<file path="src/design/urf_pkg.sv">
// Shared types, opcodes, register offsets and control and status bit positions for the UART register block.
package urf_pkg;

   localparam int FIFO_DEPTH_DEFAULT = 16;
   localparam int SPACE_WIDTH = 5;

   // Request operation codes.
   localparam logic [1:0] OP_READ  = 2'd0;
   localparam logic [1:0] OP_WRITE = 2'd1;
   localparam logic [1:0] OP_RX    = 2'd2;

   // Register byte offsets.
   localparam logic [7:0] ADDR_DATA    = 8'h00;
   localparam logic [7:0] ADDR_STATUS  = 8'h04;
   localparam logic [7:0] ADDR_CONTROL = 8'h08;

   // Control register bits.
   localparam int CT_TX_EN     = 0;
   localparam int CT_RX_EN     = 1;
   localparam int CT_TX_INT_EN = 2;
   localparam int CT_RX_INT_EN = 3;

   // Status register bits.
   localparam int ST_TX_READY = 0;
   localparam int ST_RX_AVAIL = 1;

   typedef struct packed {
      logic push;
      logic pop;
   } fifo_ctrl_type;

   typedef struct packed {
      logic [31:0]            read_data;
      logic                   tx_valid;
      logic [7:0]             tx_byte;
      logic                   irq_level;
      logic                   rx_stored;
      logic [SPACE_WIDTH-1:0] rx_space;
      logic                   bus_error;
   } rsp_type;

endpackage

</file>
<file path="src/design/urf_if.sv">
// Request and response channel interfaces of the UART register block.
interface urf_req_if;
   logic        valid;
   logic        ready;
   logic [1:0]  operation;
   logic [7:0]  address;
   logic [31:0] write_data;
   logic [7:0]  rx_byte;

   modport source (output valid, output operation, output address, output write_data,
                   output rx_byte, input ready);
   modport sink (input valid, input operation, input address, input write_data,
                 input rx_byte, output ready);
endinterface

interface urf_rsp_if;
   logic                           valid;
   logic                           ready;
   logic [31:0]                    read_data;
   logic                           tx_valid;
   logic [7:0]                     tx_byte;
   logic                           irq_level;
   logic                           rx_stored;
   logic [urf_pkg::SPACE_WIDTH-1:0] rx_space;
   logic                           bus_error;

   modport source (output valid, output read_data, output tx_valid, output tx_byte,
                   output irq_level, output rx_stored, output rx_space, output bus_error,
                   input ready);
   modport sink (input valid, input read_data, input tx_valid, input tx_byte,
                 input irq_level, input rx_stored, input rx_space, input bus_error,
                 output ready);
endinterface

</file>
<file path="src/design/urf_cell.sv">
// One byte cell of the receive FIFO shift chain.
module urf_cell (
   input  logic       clock,
   input  logic       shift,
   input  logic       load,
   input  logic [7:0] shift_data,
   input  logic [7:0] load_data,
   output logic [7:0] data
);

   logic [7:0] data_ff;
   logic [7:0] data_in;

   // A pop moves every byte one cell towards the head; a push fills the first free cell.
   always_comb begin
      data_in = data_ff;
      if (shift) begin
         data_in = shift_data;
      end else if (load) begin
         data_in = load_data;
      end
   end

   always_ff @(posedge clock) begin
      data_ff <= data_in;
   end

   assign data = data_ff;

endmodule

</file>
<file path="src/design/urf_fifo.sv">
// Receive FIFO built as a chain of byte cells with a fill counter.
module urf_fifo #(
   parameter int FIFO_DEPTH = urf_pkg::FIFO_DEPTH_DEFAULT,
   parameter int FILL_WIDTH = $clog2(FIFO_DEPTH + 1)
) (
   input  logic                  clock,
   input  logic                  reset,
   input  urf_pkg::fifo_ctrl_type ctrl,
   input  logic [7:0]            push_data,
   output logic [7:0]            head_data,
   output logic [FILL_WIDTH-1:0] fill
);

   logic [FILL_WIDTH-1:0] fill_ff;
   logic [FILL_WIDTH-1:0] fill_in;
   logic [7:0]            cell_data [FIFO_DEPTH];

   for (genvar i = 0; i < FIFO_DEPTH; i++) begin : g_cell
      logic [7:0] next_data;
      if (i == FIFO_DEPTH - 1) begin : g_last
         assign next_data = 8'h00;
      end else begin : g_mid
         assign next_data = cell_data[i+1];
      end
      urf_cell u_cell (
         .clock      (clock),
         .shift      (ctrl.pop),
         .load       (ctrl.push && (fill_ff == FILL_WIDTH'(i))),
         .shift_data (next_data),
         .load_data  (push_data),
         .data       (cell_data[i])
      );
   end

   always_comb begin
      fill_in = fill_ff;
      if (ctrl.push && !ctrl.pop) begin
         fill_in = fill_ff + FILL_WIDTH'(1);
      end else if (ctrl.pop && !ctrl.push) begin
         fill_in = fill_ff - FILL_WIDTH'(1);
      end
   end

   always_ff @(posedge clock) begin
      if (reset) begin
         fill_ff <= '0;
      end else begin
         fill_ff <= fill_in;
      end
   end

   assign head_data = cell_data[0];
   assign fill      = fill_ff;

endmodule

</file>
<file path="src/design/uart_registers_rx_fifo.sv">
// Top level of the UART register block with its receive FIFO and response buffer.
//
//   channel   direction  handshake       payload
//   req_port  in         valid / ready   operation, address, write_data, rx_byte
//   rsp_port  out        valid / ready   read_data, tx_valid, tx_byte, irq_level,
//                                        rx_stored, rx_space, bus_error
//
// Each request's effect on the registers and the FIFO cell chain is applied at
// acceptance, and its response is registered in the response buffer for rsp_port.
// A two-entry response buffer keeps requests flowing at one per cycle; req_port.ready
// drops only when both entries are held by a stalled response side.
// Reset is synchronous; it empties the FIFO, clears control and the interrupt and sets
// TX ready. FIFO cell contents are not reset.
module uart_registers_rx_fifo #(
   parameter int FIFO_DEPTH = urf_pkg::FIFO_DEPTH_DEFAULT
) (
   input logic    clock,
   input logic    reset,
   urf_req_if.sink   req_port,
   urf_rsp_if.source rsp_port
);

   localparam int FILL_WIDTH = $clog2(FIFO_DEPTH + 1);

   logic [31:0] control_ff, control_in;
   logic        tx_ready_ff, tx_ready_in;
   logic        rx_avail_ff, rx_avail_in;
   logic        irq_ff, irq_in;
   logic [1:0]  count_ff, count_in;
   urf_pkg::rsp_type slot0_ff, slot1_ff;
   urf_pkg::rsp_type result;
   urf_pkg::fifo_ctrl_type fifo_ctrl;

   logic [7:0]            head_data;
   logic [FILL_WIDTH-1:0] fill;
   logic [FILL_WIDTH-1:0] fill_after;
   logic [FILL_WIDTH-1:0] free_entries;
   logic                  accept;
   logic                  rsp_take;
   logic                  push_hit;
   logic                  pop_hit;

   assign req_port.ready = (count_ff != 2'd2);
   assign accept         = req_port.valid && req_port.ready;
   assign rsp_take       = (count_ff != 2'd0) && rsp_port.ready;

   urf_fifo #(
      .FIFO_DEPTH (FIFO_DEPTH),
      .FILL_WIDTH (FILL_WIDTH)
   ) u_fifo (
      .clock     (clock),
      .reset     (reset),
      .ctrl      (fifo_ctrl),
      .push_data (req_port.rx_byte),
      .head_data (head_data),
      .fill      (fill)
   );

   always_comb begin
      control_in       = control_ff;
      tx_ready_in      = tx_ready_ff;
      rx_avail_in      = rx_avail_ff;
      irq_in           = irq_ff;
      push_hit         = 1'b0;
      pop_hit          = 1'b0;
      result           = '0;
      case (req_port.operation)
         urf_pkg::OP_READ: begin
            case (req_port.address)
               urf_pkg::ADDR_DATA: begin
                  if (fill != '0) begin
                     pop_hit          = 1'b1;
                     result.read_data = {24'h000000, head_data};
                     if (fill == FILL_WIDTH'(1)) begin
                        rx_avail_in = 1'b0;
                     end
                  end
               end
               urf_pkg::ADDR_STATUS: begin
                  result.read_data[urf_pkg::ST_TX_READY] = tx_ready_ff;
                  result.read_data[urf_pkg::ST_RX_AVAIL] = rx_avail_ff;
               end
               urf_pkg::ADDR_CONTROL: begin
                  result.read_data = control_ff;
               end
               default: begin
                  result.bus_error = 1'b1;
               end
            endcase
         end
         urf_pkg::OP_WRITE: begin
            case (req_port.address)
               urf_pkg::ADDR_DATA: begin
                  if (control_ff[urf_pkg::CT_TX_EN]) begin
                     result.tx_valid = 1'b1;
                     result.tx_byte  = req_port.write_data[7:0];
                     tx_ready_in     = 1'b1;
                     if (control_ff[urf_pkg::CT_TX_INT_EN]) begin
                        irq_in = 1'b1;
                     end
                  end
               end
               urf_pkg::ADDR_CONTROL: begin
                  control_in  = req_port.write_data;
                  tx_ready_in = req_port.write_data[urf_pkg::CT_TX_EN];
               end
               default: begin
                  result.bus_error = 1'b1;
               end
            endcase
         end
         urf_pkg::OP_RX: begin
            if (control_ff[urf_pkg::CT_RX_EN]) begin
               if (fill < FILL_WIDTH'(FIFO_DEPTH)) begin
                  push_hit         = 1'b1;
                  result.rx_stored = 1'b1;
               end
               // A full FIFO drops the byte but still counts as holding data.
               rx_avail_in = 1'b1;
               if (control_ff[urf_pkg::CT_RX_INT_EN]) begin
                  irq_in = 1'b1;
               end
            end
         end
         default: begin
         end
      endcase

      fill_after = fill;
      if (push_hit) begin
         fill_after = fill + FILL_WIDTH'(1);
      end else if (pop_hit) begin
         fill_after = fill - FILL_WIDTH'(1);
      end
      free_entries = FILL_WIDTH'(FIFO_DEPTH) - fill_after;

      if (control_in[urf_pkg::CT_RX_EN]) begin
         result.rx_space = urf_pkg::SPACE_WIDTH'(free_entries);
      end
      result.irq_level = irq_in;

      fifo_ctrl.push = accept && push_hit;
      fifo_ctrl.pop  = accept && pop_hit;
   end

   always_comb begin
      count_in = count_ff;
      if (accept && !rsp_take) begin
         count_in = count_ff + 2'd1;
      end else if (rsp_take && !accept) begin
         count_in = count_ff - 2'd1;
      end
   end

   always_ff @(posedge clock) begin
      if (reset) begin
         control_ff  <= '0;
         tx_ready_ff <= 1'b1;
         rx_avail_ff <= 1'b0;
         irq_ff      <= 1'b0;
         count_ff    <= 2'd0;
      end else begin
         if (accept) begin
            control_ff  <= control_in;
            tx_ready_ff <= tx_ready_in;
            rx_avail_ff <= rx_avail_in;
            irq_ff      <= irq_in;
         end
         count_ff <= count_in;
      end
   end

   // A take together with a new request only happens with one entry held.
   always_ff @(posedge clock) begin
      if (rsp_take) begin
         slot0_ff <= accept ? result : slot1_ff;
      end else if (accept) begin
         if (count_ff == 2'd0) begin
            slot0_ff <= result;
         end else begin
            slot1_ff <= result;
         end
      end
   end

   assign rsp_port.valid     = (count_ff != 2'd0);
   assign rsp_port.read_data = slot0_ff.read_data;
   assign rsp_port.tx_valid  = slot0_ff.tx_valid;
   assign rsp_port.tx_byte   = slot0_ff.tx_byte;
   assign rsp_port.irq_level = slot0_ff.irq_level;
   assign rsp_port.rx_stored = slot0_ff.rx_stored;
   assign rsp_port.rx_space  = slot0_ff.rx_space;
   assign rsp_port.bus_error = slot0_ff.bus_error;

`ifndef SYNTHESIS
   assert property (@(posedge clock) disable iff (reset) irq_ff |=> irq_ff)
      else $error("interrupt line fell without reset");

   assert property (@(posedge clock) disable iff (reset) fill <= FILL_WIDTH'(FIFO_DEPTH))
      else $error("receive FIFO fill beyond its depth");

   assert property (@(posedge clock) disable iff (reset)
      fifo_ctrl.pop |=> fill == $past(fill) - FILL_WIDTH'(1))
      else $error("DATA read did not remove one FIFO entry");

   assert property (@(posedge clock) disable iff (reset)
      (rsp_take && !accept) |=> count_ff == $past(count_ff) - 2'd1)
      else $error("response buffer count wrong after a take");

   assert property (@(posedge clock) disable iff (reset)
      (rx_avail_ff && !fifo_ctrl.pop) |-> fill != '0)
      else $error("RX available flag set with an empty FIFO");
`endif

endmodule

</file>
<file path="src/flat_wrapper.sv">
// flat-port wrapper written by rule: the top's interface ports become plain ports
module uart_registers_rx_fifo_flat 
#(
   parameter int FIFO_DEPTH = urf_pkg::FIFO_DEPTH_DEFAULT
)
  (clock, reset, req_port_valid, req_port_operation, req_port_address, req_port_write_data, req_port_rx_byte, req_port_ready, rsp_port_valid, rsp_port_read_data, rsp_port_tx_valid, rsp_port_tx_byte, rsp_port_irq_level, rsp_port_rx_stored, rsp_port_rx_space, rsp_port_bus_error, rsp_port_ready);
  urf_req_if req_port_i ();
  urf_rsp_if rsp_port_i ();
  input logic clock;
  input logic reset;
  input wire logic [$bits(req_port_i.valid)-1:0] req_port_valid;
  input wire logic [$bits(req_port_i.operation)-1:0] req_port_operation;
  input wire logic [$bits(req_port_i.address)-1:0] req_port_address;
  input wire logic [$bits(req_port_i.write_data)-1:0] req_port_write_data;
  input wire logic [$bits(req_port_i.rx_byte)-1:0] req_port_rx_byte;
  output wire logic [$bits(req_port_i.ready)-1:0] req_port_ready;
  output wire logic [$bits(rsp_port_i.valid)-1:0] rsp_port_valid;
  output wire logic [$bits(rsp_port_i.read_data)-1:0] rsp_port_read_data;
  output wire logic [$bits(rsp_port_i.tx_valid)-1:0] rsp_port_tx_valid;
  output wire logic [$bits(rsp_port_i.tx_byte)-1:0] rsp_port_tx_byte;
  output wire logic [$bits(rsp_port_i.irq_level)-1:0] rsp_port_irq_level;
  output wire logic [$bits(rsp_port_i.rx_stored)-1:0] rsp_port_rx_stored;
  output wire logic [$bits(rsp_port_i.rx_space)-1:0] rsp_port_rx_space;
  output wire logic [$bits(rsp_port_i.bus_error)-1:0] rsp_port_bus_error;
  input wire logic [$bits(rsp_port_i.ready)-1:0] rsp_port_ready;
  assign req_port_i.valid = req_port_valid;
  assign req_port_i.operation = req_port_operation;
  assign req_port_i.address = req_port_address;
  assign req_port_i.write_data = req_port_write_data;
  assign req_port_i.rx_byte = req_port_rx_byte;
  assign req_port_ready = req_port_i.ready;
  assign rsp_port_valid = rsp_port_i.valid;
  assign rsp_port_read_data = rsp_port_i.read_data;
  assign rsp_port_tx_valid = rsp_port_i.tx_valid;
  assign rsp_port_tx_byte = rsp_port_i.tx_byte;
  assign rsp_port_irq_level = rsp_port_i.irq_level;
  assign rsp_port_rx_stored = rsp_port_i.rx_stored;
  assign rsp_port_rx_space = rsp_port_i.rx_space;
  assign rsp_port_bus_error = rsp_port_i.bus_error;
  assign rsp_port_i.ready = rsp_port_ready;
  uart_registers_rx_fifo #(.FIFO_DEPTH(FIFO_DEPTH)) u_core (.clock(clock), .reset(reset), .req_port(req_port_i), .rsp_port(rsp_port_i));
endmodule
</file>
<file path="config.mk">
export PLATFORM = sky130hd
export DESIGN_NAME = uart_registers_rx_fifo_flat
export DESIGN_NICKNAME = d
export VERILOG_FILES = /design/src/design/urf_pkg.sv /design/src/design/urf_if.sv /design/src/design/urf_cell.sv /design/src/design/urf_fifo.sv /design/src/design/uart_registers_rx_fifo.sv /design/src/flat_wrapper.sv
export SDC_FILE = /design/constraint.sdc
export NUM_CORES = 1
export LEC_CHECK = 0
export BUFFER_PORTS_ARGS = -buffer_cell sky130_fd_sc_hd__buf_2
export CAP_MARGIN = 20
export CORE_MARGIN = 5
export CORE_UTILIZATION = 50
export DETAILED_ROUTE_END_ITERATION = 16
export PLACE_DENSITY = 0.69
export SLEW_MARGIN = 10
export SYNTH_ARGS = -nofsm -noshare
export SYNTH_HDL_FRONTEND = slang
export SYNTH_HIERARCHICAL = 1
export SYNTH_SLANG_ARGS = --single-unit
export TNS_END_PERCENT = 30
</file>
<file path="constraint.sdc">
create_clock -name clock -period 8.4 [get_ports clock]
set_input_delay 1.26 -clock clock [delete_from_list [all_inputs] [get_ports clock]]
set_output_delay 1.26 -clock clock [all_outputs]
set_load 0.05 [all_outputs]
</file>
Word-level counts from Yosys, hierarchy flattened
Index checks and enable logic that the tools add are counted.
- register bits after elaboration: 268
- output and inout bits: 51
- bits of input ports: 54
- muxes and demuxes: 72
- bitwise logic cells: 2
- order comparisons: 1
- $add $sub $neg: 5
- reductions and logical operators: 62
- eq/ne operators: 25
- operators with widths (cell ; count):
    $mux W8 ; 31
    $mux W49 ; 4
    $pmux W30 S2 ; 1
    $reduce_bool A2 Y1 ; 22
    $eq A5 B4 Y1 const B ; 8
    $mux W32 ; 1
    $mux W9 ; 3
    $mux W5 ; 5
    $logic_and A1 B1 Y1 ; 24
    $eq A5 B3 Y1 const B ; 4
    $mux W1 ; 18
    $eq A5 B2 Y1 const B ; 2
    $ne A2 B1 Y1 const B ; 5
    $eq A8 B3 Y1 const B ; 1
    $eq A8 B4 Y1 const B ; 1
    $logic_not A8 Y1 ; 1
    $mux W2 ; 4
    $pmux W1 S2 ; 4
    $pmux W2 S3 ; 1
    $reduce_and A3 Y1 ; 2
    $reduce_and A6 Y1 ; 1
    $add A5 B1 Y5 const B ; 1
    $eq A5 B1 Y1 const B ; 1
    $logic_not A5 Y1 ; 1
    other kinds (16) ; 21

Logic depth before layout (Yosys ltp)
Gate-level depths: netlist of the first run.
- word-level depth: 11
- mapped depth: 12

Modules after synthesis
The synthesis of the first run kept the hierarchy.
- by module, submodules not included (module ; cells each ; area an instance (µm²) ; instances):
    urf_cell ; 18 ; 377.9 ; 16
    uart_registers_rx_fifo ; 501 ; 5833.1 ; 1
    urf_fifo ; 68 ; 486.7 ; 1

Worst setup path before layout of the first run
Ideal clock, no wire load.
- path kind: input-to-reg
- start point: in req_port_valid
- end point: reg u_core.slot0_ff, in the netlist u_core/rsp_port.bus_error, enable pin
- stages: 2
- setup time: 0.524 ns
- data required time: 7.876 ns
- data arrival time: 4.756 ns
- slack: 3.120 ns
- path buffers: 0
- path through: inv_1 -> o21ai_0
- cells in the longest elaborated chain, start to end: 3
- RTL lines (element ; RTL line ; text):
    from (decl) ; flat_wrapper.sv:11 ; input wire logic [$bits(req_port_i.valid)-1:0] req_port_valid;
    $logic_and A1 B1 Y1 ; uart_registers_rx_fifo.sv:44 ; assign accept = req_port.valid && req_port.ready;
    $reduce_bool A2 Y1 (no line) ; n/a ;
    $reduce_and A2 Y1 (no line) ; n/a ;
    to (signal assigned) ; uart_registers_rx_fifo.sv:176 ; slot0_ff <= accept ? result : slot1_ff;
    to (signal assigned) ; uart_registers_rx_fifo.sv:179 ; slot0_ff <= result;
    to (decl) ; uart_registers_rx_fifo.sv:30 ; urf_pkg::rsp_type slot0_ff, slot1_ff;
Every way passes these cells.
A chain may end at the register's enable or synchronous reset.

==> results.json, run 1 <==
{
  "outcome": "completed",
  "clk_latency_ns": 0.56,
  "path_cells": "buf_2 > or4_1 > or3_1 > nor3_1 > nand3_1 > nor2_4 > buf_12 > inv_1 > ha_1 > or4_1 > a21oi_2 > mux2_1",
  "fillers": 1940,
  "io_pins": 105,
  "drv_slew": 0,
  "cts_root_buf": "clkbuf_16",
  "slew_headroom": 0.279,
  "setup_viol": 0,
  "grt_pass1_wl_mm": 37.7,
  "cts_buffer_depth": 3,
  "grt_pass1_vias": 7136,
  "yosysTopAreaCellShare": 0.549,
  "grt_start_max_net_pins": 146,
  "post_cts_buffers": 0,
  "yosys_warnings": 6,
  "netlist_area_sq_um": 12400,
  "synth_edf_count": 226,
  "dr.first_iter.drc_count": 521,
  "finalCoreUtilization": 0.574,
  "cp.depth": 12,
  "r2r_cells": 11,
  "layout_common_cells": "edfxtp_1, mux2_4, nand2_1",
  "max_cap_violations": 0,
  "cp_slowest_cell": "buf_12",
  "synth_cells": 857,
  "cp.required_ns": 8.82,
  "synth_ff_type": "edfxtp_1",
  "finalCritPeriodShare": 0.540,
  "drive_gt1_frac": 0.329,
  "rows": 57,
  "slowest_delay_ns": 0.62,
  "final_antenna_net_count": 0,
  "antenna_cells": 0,
  "min_path_cells": 2,
  "synth_cell_types": 51,
  "die_y_um": 167,
  "multi_input_area_sq_um": 4420,
  "yosysTopAreaCell": "edfxtp_1",
  "htree_num_levels": 1,
  "drc": 0,
  "numCtsBuffers": 28,
  "antenna_found_initial": 0,
  "placed_cells": 1250,
  "period_needed_ns": 4.54,
  "syn_to_final_growth_pct": 12.9,
  "grt_usage": 0.163,
  "cp.arrival_ns": 4.96,
  "worstSetupEndpointType": "register",
  "synth_area_leaders": "edfxtp_1, mux2_4, dfxtp_1, nand2_1, mux2_2",
  "nets": 1027,
  "clock.fmax_mhz": 220,
  "cts_tree": "done",
  "peakVddDrop_mv": 0.169,
  "ys_seq_area_frac": 0.617,
  "vias": 6921,
  "critPathBufInv": 3,
  "hold_buffers": 0,
  "start_util": 0.508,
  "drt-total-wl_mm": 23.7,
  "grt_overflow_total": 0,
  "hold_viol": 0,
  "criticalPathCategory": "input pin to register",
  "final_cell_count_no_fill": 1301,
  "synth.avg_cell_area_sq_um": 14.4,
  "path_common_cell": "or4_1",
  "wl_per_cell_um": 18.2,
  "globalplace.congestion": 0.756,
  "tns_ns": 0,
  "clock_sinks": 268,
  "fp.coreArea_sq_um": 24300,
  "dp_hpwl_mm": 14.6,
  "die_x_um": 167,
  "cpLargestDelayFamily": "simple AND/OR/NAND/NOR gates",
  "crit_path_start_kind": "input pin",
  "post_drt_via_cell_ratio": 5.32,
  "drtPass1Iterations": 5,
  "cts_resized": 0,
  "final_common_cell": "edfxtp_1",
  "rsz0062_at_grt": "no",
  "p_per_area_nw_per_um2": 247,
  "clk_pin_slew_ns": 0.06,
  "worstHoldPathType": "register to register",
  "synth_seq_cells": 268,
  "async_reset_ff_frac": 0,
  "worst_slack_ns": 3.86,
  "skew_ns": 0.0326,
  "dieArea_sq_um": 28000,
  "leakagePower_nw": 5.32,
  "regArea_sq_um": 7630,
  "path_max_fanout": 145,
  "io_buffers": 104,
  "preCtsSetupSlack_ns": 3.30,
  "tightest_slew_ns": 1.08
}
-- area by class of cell --
class | instances | area share
multi-input cells | 531 | 0.316
well taps | 324 | 0.0290
flip-flops and latches | 268 | 0.546
clock buffers | 37 | 0.0526
repair buffers | 114 | 0.0436
inverters | 14 | 0.00376
clock inverters | 13 | 0.00842
-- power by group --
group,internal [mW],total [mW],switching (mW),leakage (nW)
sequential,1.59,1.62,0.0309,2.44
clock,0.648,1.14,0.492,0.411
combinational,0.175,0.692,0.517,2.47
total,2.41,3.45,1.04,5.32
-- cells by family (layout without fill, tap and decap cells) --
family | after synthesis | in the layout | share of synthesized area
xor gates and xnor gates | 10 | 10 | 0.00708
muxes | 167 | 167 | 0.192
and+or+nand+nor | 257 | 257 | 0.101
adders and majority gates | 16 | 16 | 0.0162
buffers and inverters | 65 | 178 | 0.0313
AOI/OAI and AO/OA | 73 | 73 | 0.0354
other | 1 | 8 | 0.000303
DFF | 268 | 268 | 0.617
-- flip-flops by register name, summed over array words and instances, names as in the netlist --
signal	flops
u_core/slot1_ff	49
u_core/control_ff	32
u_core/rsp_port.rx_space	5
u_core/rsp_port.tx_byte	8
u_core/tx_ready_ff	1
u_core/rx_avail_ff	1
u_core/u_fifo/fill	5
u_core/count_ff	2
u_core/irq_ff	1
u_core/rsp_port.rx_stored	1
u_core/rsp_port.tx_valid	1
u_core/rsp_port.irq_level	1
u_core/rsp_port.bus_error	1
u_core/u_fifo/g_cell.u_cell/data	128
u_core/rsp_port.read_data	32
-- layer usage --
metal  up-vias  part of all wire  global-route usage  routed length (um)
met2       150              0.49               0.287               11600
met1      3433              0.44               0.211               10400
met4         0             0.019              0.0427                 453
met5         -                 0                   0                   0
met3        29             0.051              0.0264                1200
li1       3309                 -                   -                   -
-- Yosys cell counts (2+ instances only) --
master / instances
a21oi_1: 42
a222oi_1: 2
a22oi_1: 7
and2_1: 10
and3_1: 27
buf_2: 6
buf_6: 18
clkbuf_1: 26
dfxtp_1: 42
edfxtp_1: 226
ha_1: 16
inv_1: 14
mux2_1: 5
mux2_2: 30
mux2_4: 128
mux2i_1: 3
nand2_1: 115
nand2b_1: 6
nand3_1: 6
nand3b_1: 2
nand4_1: 3
nor2_1: 31
nor2b_1: 13
nor3_1: 12
nor3b_1: 3
nor4_1: 2
o21ai_0: 9
o21ai_1: 4
or2_1: 16
or3_1: 3
or4_1: 2
xnor2_1: 5
xor2_1: 5
-- worst paths after layout --
path,start,end,slack (ns)
max,req_port_address[1],u_core/u_fifo/fill[3],3.86
min,u_core/control_ff[28],u_core/control_ff[28],0.45
max reg2reg,u_core/u_fifo/fill[0],u_core/u_fifo/fill[3],4.63
min reg2reg,u_core/control_ff[28],u_core/control_ff[28],0.45
-- worst min-delay path: stages (launching register included) --
cell and delay (ns):
dfxtp_1 0.30, nand2_1 0.05, a21oi_1 0.05
-- stage by stage --
step	hold WS, ns	power, mW	cell area [sq um]
6_report	0.448	3.45	14000
5_1_grt	0.469	3.59	14000
4_1_cts	0.451	3.49	14000
3_5_place_dp	0.443	2.35	13100
3_3_place_gp	0.437	2.34	13100
2_1_floorplan	0.432	2.18	12400
(Power assumes the default switching activity.)
==> run 2, diff against run 1 <==
clock period = 4.7 ns   (was 8.4 ns; I/O delays follow)
==> run 2 against run 1 <==
Clock-buffer cell count up 5. Sequential power up 78%. Combinational power up 81%. Global-route usage up 0.13 points.
==> results.json, run 2 (same netlist as run 1, synthesis figures left out) <==
{
  "outcome": "completed",
  "leakagePower_nw": 5.36,
  "grt_usage": 0.164,
  "dieArea_sq_um": 28000,
  "multi_input_area_sq_um": 4420,
  "busiest_layer": "met2",
  "die_x_um": 167,
  "max_cap_violations": 0,
  "period_needed_ns": 3.33,
  "cp.required_ns": 4.89,
  "post_drt_via_cell_ratio": 5.26,
  "cp.arrival_ns": 3.53,
  "grt_start_max_net_pins": 145,
  "antenna_found_initial": 0,
  "skew_ns": 0.0181,
  "numCtsBuffers": 28,
  "r2r_start": "u_core/u_fifo/fill[0]",
  "drv_slew": 0,
  "cts_tree": "done",
  "met3_usage": 0.0262,
  "antenna_cells": 0,
  "final_common_cell": "edfxtp_1",
  "fp.coreArea_sq_um": 24300,
  "clock_sinks": 268,
  "io_buffers": 104,
  "cp-startpoint": "req_port_address[1]",
  "clock.fmax_mhz": 300,
  "start_util": 0.508,
  "slew_headroom": 0.344,
  "hold_viol": 0,
  "finalCritPeriodShare": 0.709,
  "hold_start": "req_port_write_data[29]",
  "grt_pass1_wl_mm": 37.6,
  "syn_to_final_growth_pct": 13.7,
  "grt_overflow_total": 0,
  "rows": 57,
  "rrSetupSlack_ns": 1.58,
  "cts_buffer_depth": 3,
  "grt_pass1_vias": 7004,
  "clk_latency_ns": 0.54,
  "tightest_slew_ns": 0.984,
  "largest_reg_flops": 128,
  "peakVddDrop_mv": 0.333,
  "worstSetupEndpointType": "register",
  "finalPower_mw": 6.31,
  "vias": 6855,
  "drive_gt1_frac": 0.335,
  "final_antenna_net_count": 0,
  "post_cts_buffers": 0,
  "p_seq_frac": 0.459,
  "switching_power_mw": 1.85,
  "use_met2": 0.281,
  "drtPass1Iterations": 5,
  "drc": 0,
  "cts_resized": 0,
  "regArea_sq_um": 7630,
  "dr.first_iter.drc_count": 446,
  "path_max_fanout": 144,
  "tns_ns": 0,
  "worstHoldPathType": "input pin to register",
  "wl_per_cell_um": 18.0,
  "crit_path_start_kind": "input pin",
  "nets": 1028,
  "hold_buffers": 0,
  "drt-total-wl_mm": 23.5,
  "layout_common_cells": "edfxtp_1, mux2_4, nand2_1",
  "dp_hpwl_mm": 14.8,
  "p_per_area_nw_per_um2": 449,
  "criticalPathCategory": "input pin to register",
  "cts_root_buf": "clkbuf_16",
  "p_int_mw": 4.46,
  "fillers": 1905,
  "die_y_um": 167,
  "clkPwrFrac": 0.343,
  "clk_pin_slew_ns": 0.06,
  "rsz0062_at_grt": "no",
  "use_met1": 0.224,
  "io_pins": 105,
  "globalplace.congestion": 0.781,
  "p_sw_frac": 0.294,
  "combPwrFrac": 0.198,
  "htree_num_levels": 1,
  "setup_viol": 0
}
[run 2: area by class of cell]
| class | count | area share |
|---|---|---|
| multi-input cells | 531 | 0.314 |
| inverters | 14 | 0.00374 |
| clock buffers | 42 | 0.0572 |
| repair buffers | 115 | 0.0447 |
| well taps | 324 | 0.0288 |
| clock inverters | 10 | 0.00872 |
| flip-flops and latches | 268 | 0.543 |
[run 2: metrics by stage]
step / setup WS, ns / cells / hold WS (ns) / instance area [sq um] / utilization
final: 1.37 / 1304 / 0.406 / 14100 / 0.578
after global routing: 1.21 / 1304 / 0.400 / 14100 / 0.578
after CTS: 1.41 / 1303 / 0.386 / 14000 / 0.577
after detailed placement: 0.846 / 1251 / 0.442 / 13100 / 0.539
after global placement: 0.958 / 1251 / 0.437 / 13100 / 0.539
after floorplan: 0.327 / 864 / 0.432 / 12400 / -
[run 2: power groups by stage]
stage	registers (mW)	clock network (mW)	logic [mW]
2_1_floorplan	3.48	0	0.402
3_3_place_gp	2.94	0	1.25
3_5_place_dp	2.95	0	1.26
4_1_cts	2.90	2.22	1.26
5_1_grt	2.91	2.32	1.32
6_report	2.89	2.16	1.25
[run 2: critical path: stages]
cell and delay [ns]:
buf_2 0.10, or4_1 0.55, or3_1 0.38, nor3_1 0.23, nand3_1 0.17, nor2_4 0.15
buf_12 0.69, or2_1 0.42
[run 2: worst paths after layout]
kind | end | cells past startpoint
max | u_core/u_fifo/g_cell[10].u_cell/data[7] | 8
min | u_core/control_ff[29] | 3
max reg2reg | u_core/u_fifo/g_cell[10].u_cell/data[7] | 7
min reg2reg | u_core/control_ff[16] | 2
[run 2: per-layer routing]
metal  wire length [um]  part of all wire
met5                  0                 0
met3               1070             0.045
met1              10700              0.45
met4                400             0.017
met2              11400              0.48
